===== src/sv/packed_tile_palette_blitter_unit_assert.svh =====
// ----------------------------------------------------------------------------
// Assertion macros for the packed tile palette blitter
// Clocked on i_clk, disabled while i_rst_n is low.
// ----------------------------------------------------------------------------
`ifndef PACKED_TILE_PALETTE_BLITTER_UNIT_ASSERT_SVH
`define PACKED_TILE_PALETTE_BLITTER_UNIT_ASSERT_SVH

// Consequent must hold in the same cycle as the antecedent.
`define PTPB_ASSERT_HOLDS(lbl, ante, cons, msg) \
    lbl: assert property (@(posedge i_clk) disable iff (!i_rst_n) (ante) |-> (cons)) \
        else $error(msg);

// Consequent must hold in the cycle after the antecedent.
`define PTPB_ASSERT_NEXT(lbl, ante, cons, msg) \
    lbl: assert property (@(posedge i_clk) disable iff (!i_rst_n) (ante) |=> (cons)) \
        else $error(msg);

`endif


===== src/sv/ptpb_pkg.sv =====
`timescale 1ns / 1ps
`default_nettype none
// ----------------------------------------------------------------------------
// ptpb_pkg
// Constants, codes and controller/datapath interface types of the blitter.
// ----------------------------------------------------------------------------
package ptpb_pkg;

    localparam int TILE_SIDE       = 12;
    localparam int PIXELS_PER_TILE = 144;
    localparam int WORD_BITS       = 14;
    localparam int PALETTE_ENTRIES = 16;

    localparam int BYTE_W    = 8;
    localparam int BPP_W     = 3;
    localparam int IDX_W     = 4;
    localparam int PAL_SEL_W = 3;
    localparam int PAL_W     = BYTE_W << PAL_SEL_W;
    localparam int REM_W     = $clog2(WORD_BITS + 1);
    localparam int PC_W      = $clog2(PIXELS_PER_TILE + 1);
    localparam int PCX_W     = PC_W + 1;
    localparam int CFG_IDX_W = 2;

    // Configuration register indexes
    localparam logic [CFG_IDX_W-1:0] REG_PAL_FIRST_LOW   = 2'd0;
    localparam logic [CFG_IDX_W-1:0] REG_PAL_FIRST_HIGH  = 2'd1;
    localparam logic [CFG_IDX_W-1:0] REG_PAL_SECOND_LOW  = 2'd2;
    localparam logic [CFG_IDX_W-1:0] REG_PAL_SECOND_HIGH = 2'd3;

    localparam logic KIND_HEADER = 1'b0;

    // Display command codes
    localparam logic [BYTE_W-1:0] CMD_COLUMN = 8'h2A;
    localparam logic [BYTE_W-1:0] CMD_ROW    = 8'h2B;
    localparam logic [BYTE_W-1:0] CMD_WRITE  = 8'h2C;

    // Window set-up sequence: eleven bytes, one per step
    localparam int CMD_BYTES = 11;
    localparam int STEP_W    = $clog2(CMD_BYTES);
    localparam logic [STEP_W-1:0] STEP_COL_CMD   = STEP_W'(0);
    localparam logic [STEP_W-1:0] STEP_COL_START = STEP_W'(2);
    localparam logic [STEP_W-1:0] STEP_COL_END   = STEP_W'(4);
    localparam logic [STEP_W-1:0] STEP_ROW_CMD   = STEP_W'(5);
    localparam logic [STEP_W-1:0] STEP_ROW_START = STEP_W'(7);
    localparam logic [STEP_W-1:0] STEP_ROW_END   = STEP_W'(9);
    localparam logic [STEP_W-1:0] STEP_WRITE_CMD = STEP_W'(CMD_BYTES - 1);

    typedef enum logic [1:0] {
        SEL_CMD,
        SEL_PIX0,
        SEL_PIX1
    } t_byte_sel;

    typedef struct packed {
        logic                load_hdr;
        logic                load_data;
        logic                take;
        logic                pix_end;
        logic                put;
        t_byte_sel           sel;
        logic [STEP_W-1:0]   step;
    } t_dp_cmd;

    typedef struct packed {
        logic active;
        logic held;
        logic take_emit;
        logic tile_end;
        logic out_free;
    } t_dp_status;

endpackage
`default_nettype wire


===== src/sv/ptpb_ctrl.sv =====
`timescale 1ns / 1ps
`default_nettype none
`include "packed_tile_palette_blitter_unit_assert.svh"
// ----------------------------------------------------------------------------
// ptpb_ctrl
// Sequencer: window commands, pixel extraction and two-byte pixel output.
// ----------------------------------------------------------------------------
module ptpb_ctrl (
    input  wire logic                 i_clk,
    input  wire logic                 i_rst_n,
    input  wire logic                 i_in_valid,
    output logic                      o_in_stall,
    input  wire logic                 i_kind,
    input  wire ptpb_pkg::t_dp_status i_status,
    output ptpb_pkg::t_dp_cmd         o_cmd
);
    import ptpb_pkg::*;

    typedef enum logic [2:0] {
        S_IDLE,
        S_CMD,
        S_TAKE,
        S_PIX0,
        S_PIX1
    } t_state;

    t_state            r_state, n_state;
    logic [STEP_W-1:0] r_step, n_step;

    assign o_in_stall = (r_state != S_IDLE);

    always_comb begin
        n_state         = r_state;
        n_step          = r_step;
        o_cmd.load_hdr  = 1'b0;
        o_cmd.load_data = 1'b0;
        o_cmd.take      = 1'b0;
        o_cmd.pix_end   = 1'b0;
        o_cmd.put       = 1'b0;
        o_cmd.sel       = SEL_CMD;
        o_cmd.step      = r_step;
        unique case (r_state)
            S_IDLE: begin
                if (i_in_valid) begin
                    if (i_kind == KIND_HEADER) begin
                        o_cmd.load_hdr = 1'b1;
                        n_step         = '0;
                        n_state        = S_CMD;
                    end else if (i_status.active) begin
                        // send a held pixel before touching the new word
                        o_cmd.load_data = 1'b1;
                        n_state         = i_status.held ? S_PIX0 : S_TAKE;
                    end
                end
            end
            S_CMD: begin
                if (i_status.out_free) begin
                    o_cmd.put = 1'b1;
                    if (r_step == STEP_WRITE_CMD) begin
                        o_cmd.take = 1'b1;
                        n_state    = i_status.take_emit ? S_PIX0 : S_IDLE;
                    end else begin
                        n_step = r_step + STEP_W'(1);
                    end
                end
            end
            S_TAKE: begin
                o_cmd.take = 1'b1;
                n_state    = i_status.take_emit ? S_PIX0 : S_IDLE;
            end
            S_PIX0: begin
                if (i_status.out_free) begin
                    o_cmd.put = 1'b1;
                    o_cmd.sel = SEL_PIX0;
                    n_state   = S_PIX1;
                end
            end
            S_PIX1: begin
                if (i_status.out_free) begin
                    o_cmd.put     = 1'b1;
                    o_cmd.sel     = SEL_PIX1;
                    o_cmd.pix_end = 1'b1;
                    if (i_status.tile_end) begin
                        n_state = S_IDLE;
                    end else begin
                        n_state = i_status.take_emit ? S_PIX0 : S_IDLE;
                    end
                end
            end
            default: begin
                n_state = S_IDLE;
            end
        endcase
    end

    always_ff @(posedge i_clk) begin
        if (!i_rst_n) begin
            r_state <= S_IDLE;
            r_step  <= '0;
        end else begin
            r_state <= n_state;
            r_step  <= n_step;
        end
    end

    `PTPB_ASSERT_HOLDS(a_busy_tile_open, r_state != S_IDLE, i_status.active, "busy with no tile open")
    `PTPB_ASSERT_HOLDS(a_pix1_after_pix0, r_state == S_PIX1, $past(r_state) == S_PIX0 || $past(r_state) == S_PIX1, "second pixel byte without first")
    `PTPB_ASSERT_NEXT(a_tile_closes, o_cmd.pix_end && i_status.tile_end, !i_status.active, "tile left open after last pixel")

endmodule
`default_nettype wire


===== src/sv/ptpb_datapath.sv =====
`timescale 1ns / 1ps
`default_nettype none
`include "packed_tile_palette_blitter_unit_assert.svh"
// ----------------------------------------------------------------------------
// ptpb_datapath
// Palette registers, bit buffer, index extraction and output register.
// ----------------------------------------------------------------------------
module ptpb_datapath (
    input  wire logic                                    i_clk,
    input  wire logic                                    i_rst_n,
    input  wire logic                                    i_cfg_we,
    input  wire logic [ptpb_pkg::CFG_IDX_W-1:0]          i_cfg_index,
    input  wire logic [ptpb_pkg::PAL_W-1:0]              i_cfg_data,
    input  wire logic [ptpb_pkg::BYTE_W-1:0]             i_col_start,
    input  wire logic [ptpb_pkg::BYTE_W-1:0]             i_row_start,
    input  wire logic [ptpb_pkg::WORD_BITS-1:0]          i_data_word,
    input  wire ptpb_pkg::t_dp_cmd                       i_cmd,
    output ptpb_pkg::t_dp_status                         o_status,
    input  wire logic                                    i_out_stall,
    output logic                                         o_out_valid,
    output logic [ptpb_pkg::BYTE_W-1:0]                  o_out_byte,
    output logic                                         o_is_command,
    output logic                                         o_last_of_run,
    output logic                                         o_tile_done
);
    import ptpb_pkg::*;

    logic [PAL_W-1:0]     r_pal_first_low, r_pal_first_high;
    logic [PAL_W-1:0]     r_pal_second_low, r_pal_second_high;
    logic [BYTE_W-1:0]    r_col, r_row;
    logic [WORD_BITS-1:0] r_buf;
    logic [REM_W-1:0]     r_rem;
    logic [PC_W-1:0]      r_pc;
    logic [IDX_W-1:0]     r_acc;
    logic [BPP_W-1:0]     r_taken, r_bpp;
    logic                 r_active;

    logic                 r_out_valid, r_out_cmd, r_out_last, r_out_done;
    logic [BYTE_W-1:0]    r_out_byte;

    logic [BPP_W-1:0]     base_taken, need, taken_next;
    logic [IDX_W-1:0]     base_acc, acc_next;
    logic [REM_W-1:0]     take_k, rem_next;
    logic [WORD_BITS-1:0] buf_next;
    logic [PCX_W-1:0]     pc_arg;
    logic                 complete, hold, take_emit, tile_end, out_free;
    logic [BYTE_W-1:0]    n_byte;
    logic                 n_cmd, n_last, n_done;

    function automatic logic [BYTE_W-1:0] pal_byte(input logic [PAL_W-1:0] lo,
                                                   input logic [PAL_W-1:0] hi,
                                                   input logic [IDX_W-1:0] idx);
        logic [PAL_W-1:0] row;
        begin
            row = idx[IDX_W-1] ? hi : lo;
            if (32'(idx) >= PALETTE_ENTRIES) begin
                return '0;
            end
            return row[BYTE_W*idx[PAL_SEL_W-1:0] +: BYTE_W];
        end
    endfunction

    // Pixel extraction: take up to one index worth of bits, first bit to MSB
    always_comb begin
        base_taken = i_cmd.pix_end ? '0 : r_taken;
        base_acc   = i_cmd.pix_end ? '0 : r_acc;
        need       = r_bpp - base_taken;
        take_k     = (REM_W'(need) <= r_rem) ? REM_W'(need) : r_rem;
        acc_next   = base_acc;
        for (int i = 0; i < IDX_W; i++) begin
            if (REM_W'(i) < take_k) begin
                acc_next = {acc_next[IDX_W-2:0], r_buf[i]};
            end
        end
        buf_next   = r_buf >> take_k;
        rem_next   = r_rem - take_k;
        taken_next = base_taken + BPP_W'(take_k);
        pc_arg     = i_cmd.pix_end ? ({1'b0, r_pc} + PCX_W'(1)) : {1'b0, r_pc};
        complete   = (taken_next == r_bpp);
        // hold back an index finished by the word's last bit unless it ends the tile
        hold       = complete && (rem_next == '0) &&
                     ((pc_arg + PCX_W'(1)) < PCX_W'(PIXELS_PER_TILE));
        take_emit  = complete && !hold;
        tile_end   = (({1'b0, r_pc} + PCX_W'(1)) >= PCX_W'(PIXELS_PER_TILE));
    end

    assign out_free = !r_out_valid || !i_out_stall;

    assign o_status.active    = r_active;
    assign o_status.held      = (r_taken == r_bpp);
    assign o_status.take_emit = take_emit;
    assign o_status.tile_end  = tile_end;
    assign o_status.out_free  = out_free;

    always_comb begin
        n_byte = '0;
        n_cmd  = 1'b0;
        n_last = 1'b0;
        n_done = 1'b0;
        unique case (i_cmd.sel)
            SEL_CMD: begin
                unique case (i_cmd.step)
                    STEP_COL_CMD: begin
                        n_byte = CMD_COLUMN;
                        n_cmd  = 1'b1;
                    end
                    STEP_COL_START: n_byte = r_col;
                    STEP_COL_END:   n_byte = r_col + BYTE_W'(TILE_SIDE - 1);
                    STEP_ROW_CMD: begin
                        n_byte = CMD_ROW;
                        n_cmd  = 1'b1;
                    end
                    STEP_ROW_START: n_byte = r_row;
                    STEP_ROW_END:   n_byte = r_row + BYTE_W'(TILE_SIDE - 1);
                    STEP_WRITE_CMD: begin
                        n_byte = CMD_WRITE;
                        n_cmd  = 1'b1;
                        n_last = !take_emit;
                    end
                    default: n_byte = '0;
                endcase
            end
            SEL_PIX0: begin
                n_byte = pal_byte(r_pal_first_low, r_pal_first_high, r_acc);
            end
            SEL_PIX1: begin
                n_byte = pal_byte(r_pal_second_low, r_pal_second_high, r_acc);
                n_done = tile_end;
                n_last = tile_end || !take_emit;
            end
            default: n_byte = '0;
        endcase
    end

    always_ff @(posedge i_clk) begin
        if (!i_rst_n) begin
            r_pal_first_low   <= '0;
            r_pal_first_high  <= '0;
            r_pal_second_low  <= '0;
            r_pal_second_high <= '0;
        end else if (i_cfg_we) begin
            unique case (i_cfg_index)
                REG_PAL_FIRST_LOW:   r_pal_first_low   <= i_cfg_data;
                REG_PAL_FIRST_HIGH:  r_pal_first_high  <= i_cfg_data;
                REG_PAL_SECOND_LOW:  r_pal_second_low  <= i_cfg_data;
                REG_PAL_SECOND_HIGH: r_pal_second_high <= i_cfg_data;
                default: ;
            endcase
        end
    end

    always_ff @(posedge i_clk) begin
        if (i_cmd.load_hdr) begin
            r_col <= i_col_start;
            r_row <= i_row_start;
        end
    end

    always_ff @(posedge i_clk) begin
        if (!i_rst_n) begin
            r_buf    <= '0;
            r_rem    <= '0;
            r_pc     <= '0;
            r_acc    <= '0;
            r_taken  <= '0;
            r_bpp    <= BPP_W'(1);
            r_active <= 1'b0;
        end else begin
            priority if (i_cmd.load_hdr) begin
                r_bpp    <= BPP_W'(i_data_word[1:0]) + BPP_W'(1);
                r_buf    <= {2'b00, i_data_word[WORD_BITS-1:2]};
                r_rem    <= REM_W'(WORD_BITS - 2);
                r_pc     <= '0;
                r_acc    <= '0;
                r_taken  <= '0;
                r_active <= 1'b1;
            end else if (i_cmd.load_data) begin
                r_buf <= i_data_word;
                r_rem <= REM_W'(WORD_BITS);
            end else if (i_cmd.pix_end && tile_end) begin
                // close the tile and drop leftover bits
                r_active <= 1'b0;
                r_buf    <= '0;
                r_rem    <= '0;
                r_pc     <= '0;
                r_acc    <= '0;
                r_taken  <= '0;
            end else if (i_cmd.pix_end || i_cmd.take) begin
                if (i_cmd.pix_end) begin
                    r_pc <= r_pc + PC_W'(1);
                end
                r_acc   <= acc_next;
                r_taken <= taken_next;
                r_buf   <= buf_next;
                r_rem   <= rem_next;
            end else begin
                r_active <= r_active;
            end
        end
    end

    always_ff @(posedge i_clk) begin
        if (!i_rst_n) begin
            r_out_valid <= 1'b0;
        end else if (i_cmd.put) begin
            r_out_valid <= 1'b1;
        end else if (!i_out_stall) begin
            r_out_valid <= 1'b0;
        end
    end

    always_ff @(posedge i_clk) begin
        if (i_cmd.put) begin
            r_out_byte <= n_byte;
            r_out_cmd  <= n_cmd;
            r_out_last <= n_last;
            r_out_done <= n_done;
        end
    end

    assign o_out_valid   = r_out_valid;
    assign o_out_byte    = r_out_byte;
    assign o_is_command  = r_out_cmd;
    assign o_last_of_run = r_out_last;
    assign o_tile_done   = r_out_done;

    `PTPB_ASSERT_HOLDS(a_put_needs_room, i_cmd.put, out_free, "output register overwritten")
    `PTPB_ASSERT_HOLDS(a_taken_bounded, 1'b1, r_taken <= r_bpp, "index bits exceed pixel depth")
    `PTPB_ASSERT_HOLDS(a_done_is_last, r_out_valid && r_out_done, r_out_last, "tile end not last byte")

endmodule
`default_nettype wire


===== src/sv/packed_tile_palette_blitter_unit.sv =====
`timescale 1ns / 1ps
`default_nettype none
// ----------------------------------------------------------------------------
// packed_tile_palette_blitter_unit
// Palette-indexed 12x12 tile blitter emitting a display command/data stream.
// ----------------------------------------------------------------------------
// A header transaction (kind 0) opens a tile: it produces the column window
// command 0x2A with bytes 0, x, 0, x+11, the row window command 0x2B with
// bytes 0, y, 0, y+11 (end coordinates wrap at 8 bits) and the memory write
// command 0x2C, followed by the pixels found in its upper 12 bits. Its low
// two bits set 1 to 4 bits per pixel. Each data transaction (kind 1) adds 14
// bits, least significant first, the first bit of an index being its most
// significant. Every pixel produces two data bytes from the palette, first
// colour byte then second. A pixel completed by the last bit of a word is
// sent at the start of the next data transaction, unless it is the tile's
// last; data transactions with no open tile produce nothing. Timing: the
// block takes one transaction at a time and sends one byte per cycle
// through a single output register while the output does not stall. A
// header is taken, then its commands and pixels are sent; a data
// transaction is taken, then, unless a held pixel leads it, its bits are
// extracted before its pixels are sent. The next transaction is taken in
// the cycle after the last byte is produced, while that byte may still
// wait in the output register. Palette registers reset to zero and are
// written with o_cfg_ready always high.
// ----------------------------------------------------------------------------
module packed_tile_palette_blitter_unit (
    input  wire logic                             i_clk,
    input  wire logic                             i_rst_n,
    // input item channel
    input  wire logic                             i_in_valid,
    output logic                                  o_in_stall,
    input  wire logic                             i_kind,
    input  wire logic [ptpb_pkg::BYTE_W-1:0]      i_col_start,
    input  wire logic [ptpb_pkg::BYTE_W-1:0]      i_row_start,
    input  wire logic [ptpb_pkg::WORD_BITS-1:0]   i_data_word,
    // result channel
    output logic                                  o_out_valid,
    input  wire logic                             i_out_stall,
    output logic [ptpb_pkg::BYTE_W-1:0]           o_out_byte,
    output logic                                  o_is_command,
    output logic                                  o_last_of_run,
    output logic                                  o_tile_done,
    // configuration write channel
    input  wire logic                             i_cfg_valid,
    output logic                                  o_cfg_ready,
    input  wire logic [ptpb_pkg::CFG_IDX_W-1:0]   i_cfg_index,
    input  wire logic [ptpb_pkg::PAL_W-1:0]       i_cfg_data
);
    import ptpb_pkg::*;

    t_dp_cmd    dp_cmd;
    t_dp_status dp_status;

    // Configuration is to be written only while idle, a rule left to the user: accept every write at once
    assign o_cfg_ready = 1'b1;

    // Sequence window commands and pixels, one byte per cycle unless stalled
    ptpb_ctrl u_ctrl (
        .i_clk      (i_clk),
        .i_rst_n    (i_rst_n),
        .i_in_valid (i_in_valid),
        .o_in_stall (o_in_stall),
        .i_kind     (i_kind),
        .i_status   (dp_status),
        .o_cmd      (dp_cmd)
    );

    // Hold palette, bit buffer and index state; drive the output register
    ptpb_datapath u_datapath (
        .i_clk         (i_clk),
        .i_rst_n       (i_rst_n),
        .i_cfg_we      (i_cfg_valid && o_cfg_ready),
        .i_cfg_index   (i_cfg_index),
        .i_cfg_data    (i_cfg_data),
        .i_col_start   (i_col_start),
        .i_row_start   (i_row_start),
        .i_data_word   (i_data_word),
        .i_cmd         (dp_cmd),
        .o_status      (dp_status),
        .i_out_stall   (i_out_stall),
        .o_out_valid   (o_out_valid),
        .o_out_byte    (o_out_byte),
        .o_is_command  (o_is_command),
        .o_last_of_run (o_last_of_run),
        .o_tile_done   (o_tile_done)
    );

endmodule
`default_nettype wire


===== config.mk =====
export PLATFORM = sky130hd
export DESIGN_NAME = packed_tile_palette_blitter_unit
export DESIGN_NICKNAME = d
export VERILOG_FILES = /design/src/sv/ptpb_pkg.sv /design/src/sv/ptpb_ctrl.sv /design/src/sv/ptpb_datapath.sv /design/src/sv/packed_tile_palette_blitter_unit.sv
export VERILOG_INCLUDE_DIRS = /design/src /design/src/sv
export SDC_FILE = /design/constraint.sdc
export NUM_CORES = 1
export LEC_CHECK = 0
export BUFFER_PORTS_ARGS = -buffer_cell sky130_fd_sc_hd__buf_2
export CORE_UTILIZATION = 60
export CTS_BUF_LIST = sky130_fd_sc_hd__clkbuf_16
export DETAILED_ROUTE_END_ITERATION = 6
export PLACE_DENSITY = 0.8
export SYNTH_ARGS = -nofsm -noshare
export SYNTH_HDL_FRONTEND = slang
export SYNTH_SLANG_ARGS = --single-unit

===== constraint.sdc =====
create_clock -name i_clk -period 6.25 [get_ports i_clk]
set_input_delay 0.3125 -clock i_clk [delete_from_list [all_inputs] [get_ports i_clk]]
set_output_delay 0.3125 -clock i_clk [all_outputs]
set_load 0.02 [all_outputs]

======== After elaboration in Yosys (flattened, before gate mapping) ========
Index checks and enable logic that the tools add are counted.
storage, ports and cells
  flip-flop bits (word level) ............. 328
  input port bits ......................... 102
cells by class
  equality and inequality tests ........... 27
  order comparisons ....................... 7
  add/subtract/negate cells ............... 10
  bitwise operators ....................... 2
  muxes and demuxes ....................... 65
  shifts and indexed selects .............. 3
  reductions and logical operators ........ 37
operators by type and width
  cell                                                                                 number
  64-bit two-way mux                                                                   2
  64-bit by 7-bit variable part select with 8-bit output                               2
  4-bit two-way mux                                                                    17
  8-bit one-hot mux with 7 select lines                                                1
  14-bit two-way mux                                                                   3
  3-bit two-way mux                                                                    12
  8-bit two-way mux                                                                    3
  8-bit one-hot mux with 3 select lines                                                1
  8-bit by 4-bit adder with 8-bit output, second input constant                        2
  1-bit two-way mux                                                                    15
  3-bit one-hot mux with 5 select lines                                                1
  14-bit by 4-bit >> shifter with 14-bit output                                        1
  4-bit by 3-bit == test with 1-bit output, second input constant                      3
  12-bit two-way mux                                                                   1
  2-bit by 1-bit != test with 1-bit output, second input constant                      6
  2-bit AND reduction                                                                  6
  8-bit by 1-bit adder with 9-bit output, second input constant                        1
  9-bit by 1-bit adder with 9-bit output, second input constant                        1
  9-bit by 8-bit greater-or-equal comparator with 1-bit output, second input constant  1
  9-bit by 8-bit < comparator with 1-bit output, second input constant                 1
  9-bit two-way mux                                                                    1
  8-bit by 1-bit adder with 8-bit output, second input constant                        1
  4-bit == test, second input constant                                                 2
  4-bit logical NOT                                                                    2
  other kinds (38)                                                                     65

======== Longest topological paths before layout ========
  word-level depth ........................ 18
  gate-level depth with buffers ........... 25
  depth with buffers taken out ............ 22

======== Hierarchy ========
Synthesis repeated with hierarchy kept, for this count alone.
unflattened totals
  cells, all modules ...................... 1841
  area total of the unflattened synthesis .. 15879.0 µm²
modules (own cells, without submodules)
  module                            times used  sequential area each (µm²)  area an instance (µm²)  cells each
  ptpb_datapath                     1           6696.4                      15319.7                 1773
  ptpb_ctrl                         1           140.1                       548.0                   66
  packed_tile_palette_blitter_unit  1           0.0                         11.3                    2

======== Worst setup path before layout ========
Ideal clock, no wire load.
  kind .................................... register to register
  start point ............................. register u_datapath.r_out_valid (netlist: u_datapath.o_out_valid)
  end point ............................... register u_ctrl.r_state[0]
  arrival ................................. 5444 ps
  stages on the path, launching flop included .. 23
  required time ........................... 6131 ps
  slack ................................... 687 ps
  path buffers ............................ 2
  cells stage by stage .................... dfxtp_1 nand2_1 nand2_1 clkbuf_1 and2_1 ha_1 inv_1 fa_1 xor3_2 inv_1 ha_1 and3_4 a211o_1 mux2i_4 buf_4 ha_1 inv_1 ha_1 a311oi_1 o221ai_1 nor4_2 a211oi_1 o221a_2
on the way
  longest elaborated chain between the ends .. 18
RTL lines
  element                                                    line                                               text
  start, declared                                            ptpb_datapath.sv:38                                logic r_out_valid, r_out_cmd, r_out_last, r_out_done;
  start signal, assigned                                     ptpb_datapath.sv:204                               r_out_valid <= 1'b0;
  start signal, assigned                                     ptpb_datapath.sv:206                               r_out_valid <= 1'b1;
  start signal, assigned                                     ptpb_datapath.sv:208                               r_out_valid <= 1'b0;
  1-bit logical NOT (*)                                      ptpb_datapath.sv:87                                assign out_free = !r_out_valid || !i_out_stall;
  1-bit logical OR (*)                                       ptpb_datapath.sv:87
  4-bit two-way mux                                          ptpb_ctrl.sv:79                                    if (i_status.out_free) begin
  1-bit two-way mux                                          ptpb_ctrl.sv:42                                    unique case (r_state)
  3-bit two-way mux                                          ptpb_datapath.sv:65                                base_taken = i_cmd.pix_end ? '0 : r_taken;
  3-bit subtractor                                           ptpb_datapath.sv:67                                need = r_bpp - base_taken;
  3-bit by 4-bit <= comparator with 1-bit output             ptpb_datapath.sv:68                                take_k = (REM_W'(need) <= r_rem) ? REM_W'(need) : r_rem;
  4-bit two-way mux                                          ptpb_datapath.sv:68
  4-bit subtractor / 3-bit adder (equally long branches)     ptpb_datapath.sv:76, ptpb_datapath.sv:77
  4-bit logical NOT / 3-bit == test (equally long branches)  ptpb_datapath.sv:81, ptpb_datapath.sv:79
  1-bit logical AND (2 in series)                            ptpb_datapath.sv:81                                hold = complete && (rem_next == '0) &&
  1-bit logical NOT                                          ptpb_datapath.sv:83                                take_emit = complete && !hold;
  1-bit logical AND                                          ptpb_datapath.sv:83
  2-bit two-way mux                                          ptpb_ctrl.sv:61, ptpb_ctrl.sv:69, ptpb_ctrl.sv:86
  3-bit two-way mux (on tied branches)                       ptpb_ctrl.sv:83, ptpb_ctrl.sv:59
  3-bit two-way mux (on tied branches)                       ptpb_ctrl.sv:79, ptpb_ctrl.sv:57
  3-bit one-hot mux with 5 select lines                      ptpb_ctrl.sv:42
  end signal, assigned                                       ptpb_ctrl.sv:101                                   r_state <= n_state;
  end, declared                                              ptpb_ctrl.sv:27                                    t_state r_state, n_state;
Mark *: on every way between the ends. The rest lies on a longest branch, timed or not. The select of a mux whose other input is x is not followed.
A chain may end at the register's enable or synchronous reset.

======== Worst setup path after layout ========
  start point ............................. register u_ctrl.r_state[0]
  end point ............................... register u_ctrl.r_state[0]
on the way
  longest elaborated chain between the ends .. 16
RTL lines
  element                                                    line
  3-bit == test                                              ptpb_ctrl.sv:42
  1-bit two-way mux                                          ptpb_ctrl.sv:42
  3-bit two-way mux                                          ptpb_datapath.sv:65
  3-bit subtractor                                           ptpb_datapath.sv:67
  3-bit by 4-bit <= comparator with 1-bit output             ptpb_datapath.sv:68
  4-bit two-way mux                                          ptpb_datapath.sv:68
  4-bit subtractor / 3-bit adder (equally long branches)     ptpb_datapath.sv:76, ptpb_datapath.sv:77
  4-bit logical NOT / 3-bit == test (equally long branches)  ptpb_datapath.sv:81, ptpb_datapath.sv:79
  1-bit logical AND (2 in series)                            ptpb_datapath.sv:81
  1-bit logical NOT                                          ptpb_datapath.sv:83
  1-bit logical AND                                          ptpb_datapath.sv:83
  2-bit two-way mux                                          ptpb_ctrl.sv:61, ptpb_ctrl.sv:69, ptpb_ctrl.sv:86
  3-bit two-way mux (on tied branches)                       ptpb_ctrl.sv:83, ptpb_ctrl.sv:59
  3-bit two-way mux (on tied branches)                       ptpb_ctrl.sv:79, ptpb_ctrl.sv:57
  3-bit one-hot mux with 5 select lines                      ptpb_ctrl.sv:42
Parallel ways exist; a longest one is shown, timed or not. The select of a mux whose other input is x is not followed.

==> flow_metrics.tcl <==
set metrics [dict create \
    htree_levels 2 \
    via_count 13741 \
    postCtsSetupRepairBufs 0 \
    syn_to_final_growth_pct 11.92 \
    via_per_inst 6.274 \
    wl_per_cell_um 19.49 \
    final_util_pct 69.08 \
    clock_sinks 328 \
    start_util_pct 61.72 \
    final_hold_viol_count 0 \
    p_leak_nw 6.295 \
    antenna_found_initial 9 \
    min_period_ps 5656 \
    grt_pass1_vias 13324 \
    synthSimpleGateAreaFrac_pct 18.16 \
    slew_headroom_pct 19.05 \
    finalSetupViolCount 0 \
    grt_first_pass_wirelength_um 67480 \
    cp-end-kind "register" \
    overflow 0 \
    rsz0062_at_grt "false" \
    drt_iter0_markers 1139 \
    setup_tns_ps 0 \
    synth_edf_count 27 \
    final_max_slew_viol_count 0 \
    post_dp_cell_area_sq_mm 0.01626 \
    nNetsFinal 1957 \
    clk_root_buffer_cell "clkbuf_16" \
    io_buffers 114 \
    required_ps 6710 \
    async_flop_share_pct 0 \
    place_congestion 0.8884 \
    synth_xor_area_share_pct 1.197 \
    dpl.hpwl_um 25610 \
    cts_tree "built" \
    synth_most_common_cell "nand2_1" \
    worstPathArrival_ps 6120 \
    grt_max_degree 101 \
    clk_pin_slew_ps 60 \
    multi_input_area_sq_mm 0.008219 \
    dr.pass1.iters 6 \
    synth_top_family_by_area "simple AND/OR/NAND/NOR gates" \
    maxCapViolations 0 \
    skew_ps 12.84 \
    min_period_over_period_pct 90.49 \
    die_area_sq_mm 0.02678 \
    muxShareOfSynthArea_pct 15.02 \
    synth-compound-area-share_pct 16.07 \
    path_class "register to register" \
    synth_largest_area_cell "dfxtp_1" \
    max_freq_mhz 176.8 \
    clk_latency_ps 520 \
    finalNonFillerCells 2190 \
    post_synth_fa_ha_maj_area_fraction_pct 1.756 \
    track_usage_pct 32.00 \
    filler_cell_count 2002 \
    drc 0 \
    yosys_warnings 0 \
    pin_count 116 \
    post-route-cell-area_sq_mm 0.01755 \
    hold_class "input port to register" \
    place_inst 2112 \
    ys_seq_elements 328 \
    syn_area_sq_mm 0.01568 \
    core_region_area_sq_mm 0.02540 \
    power_density_mw_per_mm2 293.5 \
    rows 58 \
    detail-route-antenna-nets 0 \
    register_area_sq_mm 0.006840 \
    cts_buffer_depth 3 \
    synth_cell_types 77 \
    die_w_um 163.6 \
    synthesis.nets 1911 \
    synth.area.top_cells "dfxtp_1 (38%), nand2_1 (14%), mux4_2 (12%), a21oi_1 (9.9%), edfxtp_1 (5.2%)" \
    synth_ff_type "dfxtp_1" \
    tightest_slew_ps 1214 \
    synth_common_cells "nand2_1 (564), a21oi_1 (310), dfxtp_1 (301), clkbuf_1 (107), mux4_2 (82)" \
    die_y_um 163.6 \
    outcome "finished clean" \
    synth_area_per_cell_sq_um 8.763 \
    cts_buffers 35 \
    synth_cells 1789 \
    start_kind "register" \
    ir_drop_uv 207.8 \
    cp_max_fo 24 \
    yosysSeqAreaShare_pct 43.61 \
    synth_top_area_share_pct 38.44 \
    drive_above_1_share_pct 15.96 \
    wl_um 42690 \
]
==> final timing paths <==
| kind | from | end | slack [ps] | depth (start not counted) |
|---|---|---|---|---|
| worst max-delay path | u_ctrl.r_state[0]$_SDFFE_PN0P_ | u_ctrl.r_state[0]$_SDFFE_PN0P_ | 590 | 18 |
| worst min-delay path | i_data_word[0] | u_datapath.r_bpp[0]$_SDFFE_PN1P_ | 50 | 2 |
| worst max register to register | u_ctrl.r_state[0]$_SDFFE_PN0P_ | u_ctrl.r_state[0]$_SDFFE_PN0P_ | 590 | 18 |
| worst min register to register | u_datapath.r_pal_second_low[4]$_SDFFE_PN0P_ | u_datapath.r_pal_second_low[4]$_SDFFE_PN0P_ | 450 | 2 |
==> timing repair <==
action	in CTS	in global routing
setup endpoints to repair	0	0
gates resized for setup	0	0
hold buffers	16	0
hold endpoints to repair	16	0
==> area by class of cell <==
cell class | count | area share (%)
Multi-Input combinational cell | 1300 | 46.84
Sequential cell | 328 | 38.99
Clock buffer | 36 | 5.134
Timing Repair Buffer | 147 | 4.892
Tap cell | 330 | 2.353
Clock inverter | 21 | 1.198
Inverter | 23 | 0.5206
Antenna cell | 5 | 0.07131
==> registers in the layout, indices dropped and copies added, names as in the netlist <==
register / cells
u_datapath.o_out_byte: 8
u_datapath.r_acc: 4
u_datapath.r_col: 8
u_datapath.o_is_command: 1
u_datapath.r_row: 8
u_datapath.r_pal_second_high: 64
u_ctrl.r_state: 3
u_datapath.r_active: 1
u_datapath.r_pc: 8
u_ctrl.r_step: 4
u_datapath.o_out_valid: 1
u_datapath.r_pal_second_low: 64
u_datapath.r_buf: 14
u_datapath.r_bpp: 3
u_datapath.r_rem: 4
u_datapath.o_last_of_run: 1
u_datapath.r_pal_first_low: 64
u_datapath.r_pal_first_high: 64
u_datapath.o_tile_done: 1
u_datapath.r_taken: 3
==> layout by cell type (no fill, tap or decap), types with 4 or more instances in the layout <==
| master | netlist | layout |
|---|---|---|
| nand2_1 | 564 | 564 |
| a21oi_1 | 310 | 310 |
| dfxtp_1 | 301 | 300 |
| buf_2 | 11 | 114 |
| mux4_2 | 82 | 82 |
| nor2_1 | 42 | 41 |
| clkbuf_16 | 0 | 36 |
| mux2i_1 | 35 | 35 |
| edfxtp_1 | 27 | 27 |
| inv_1 | 21 | 23 |
| nand3_1 | 20 | 19 |
| o21ai_0 | 19 | 19 |
| ha_1 | 18 | 17 |
| buf_4 | 5 | 17 |
| dlygate4sd3_1 | 0 | 16 |
| a22oi_1 | 15 | 15 |
| o211ai_1 | 12 | 12 |
| and3_1 | 12 | 11 |
| o221ai_1 | 11 | 11 |
| mux2_2 | 10 | 10 |
| and2_1 | 9 | 9 |
| xor2_1 | 8 | 8 |
| xnor2_1 | 8 | 8 |
| a221oi_1 | 8 | 8 |
| a211oi_1 | 7 | 7 |
| clkinv_2 | 0 | 7 |
| nor3_1 | 6 | 6 |
| clkinv_1 | 1 | 6 |
| nor2b_1 | 6 | 6 |
| nand3b_1 | 6 | 6 |
| nand4_1 | 6 | 6 |
| a31oi_1 | 6 | 6 |
| diode_2 | 0 | 5 |
| o21a_1 | 5 | 5 |
| nand2b_1 | 4 | 4 |
| a21o_1 | 4 | 4 |
| o22ai_1 | 4 | 4 |
| bufinv_16 | 0 | 4 |
==> worst max-delay path, cell delays in order (launching register included) <==
cell,delay (ps)
dfxtp_1,620
nor3b_2,150
nand2_1,140
buf_4,250
nand2_1,130
fa_1,480
xor3_2,480
inv_1,130
ha_1,280
a21oi_1,260
a211o_1,500
mux2i_4,320
buf_4,350
ha_1,230
fa_1,440
xnor2_1,160
o211ai_1,140
a211oi_1,290
o221a_2,240
==> report_power, final <==
part	switching, W	leakage, nW	internal (W)
Sequential	0.0000694	2.70	0.00221
Combinational	0.000495	3.03	0.000317
Clock	0.000846	0.563	0.00121
Total	0.00141	6.30	0.00374
==> cell families (layout without fill, tap and decap cells) <==
kind of cell / count (synthesis) / in the layout
other: 1 / 6
XOR/XNOR: 18 / 18
flip-flops: 328 / 328
buffers and inverters: 161 / 227
multiplexers: 129 / 129
adder cells (fa/ha/maj): 21 / 21
AND/OR/NAND/NOR: 695 / 695
AO/OA/AOI/OAI: 436 / 436
==> per-stage QoR <==
step	hold WS [ps]	setup slack (ps)	total power [W]
after detailed placement	445.6	694.6	0.003113
after global placement	438.2	814.5	0.003088
after global routing	58.20	186.2	0.005330
final	53.68	594.5	0.005150
after CTS	44.64	673.2	0.005145
after floorplan	411.4	687.3	0.002914
==> layer usage <==
metal / track usage (%) / vias up / share of wire (%)
met4: 15.03 / 10 / 3.8
met1: 38.03 / 6675 / 38
met3: 5.637 / 119 / 7.1
met5: 0 / - / 0.16
met2: 55.99 / 571 / 51
li1: - / 6366 / -
No activity file was read; power rests on OpenSTA's default activity.
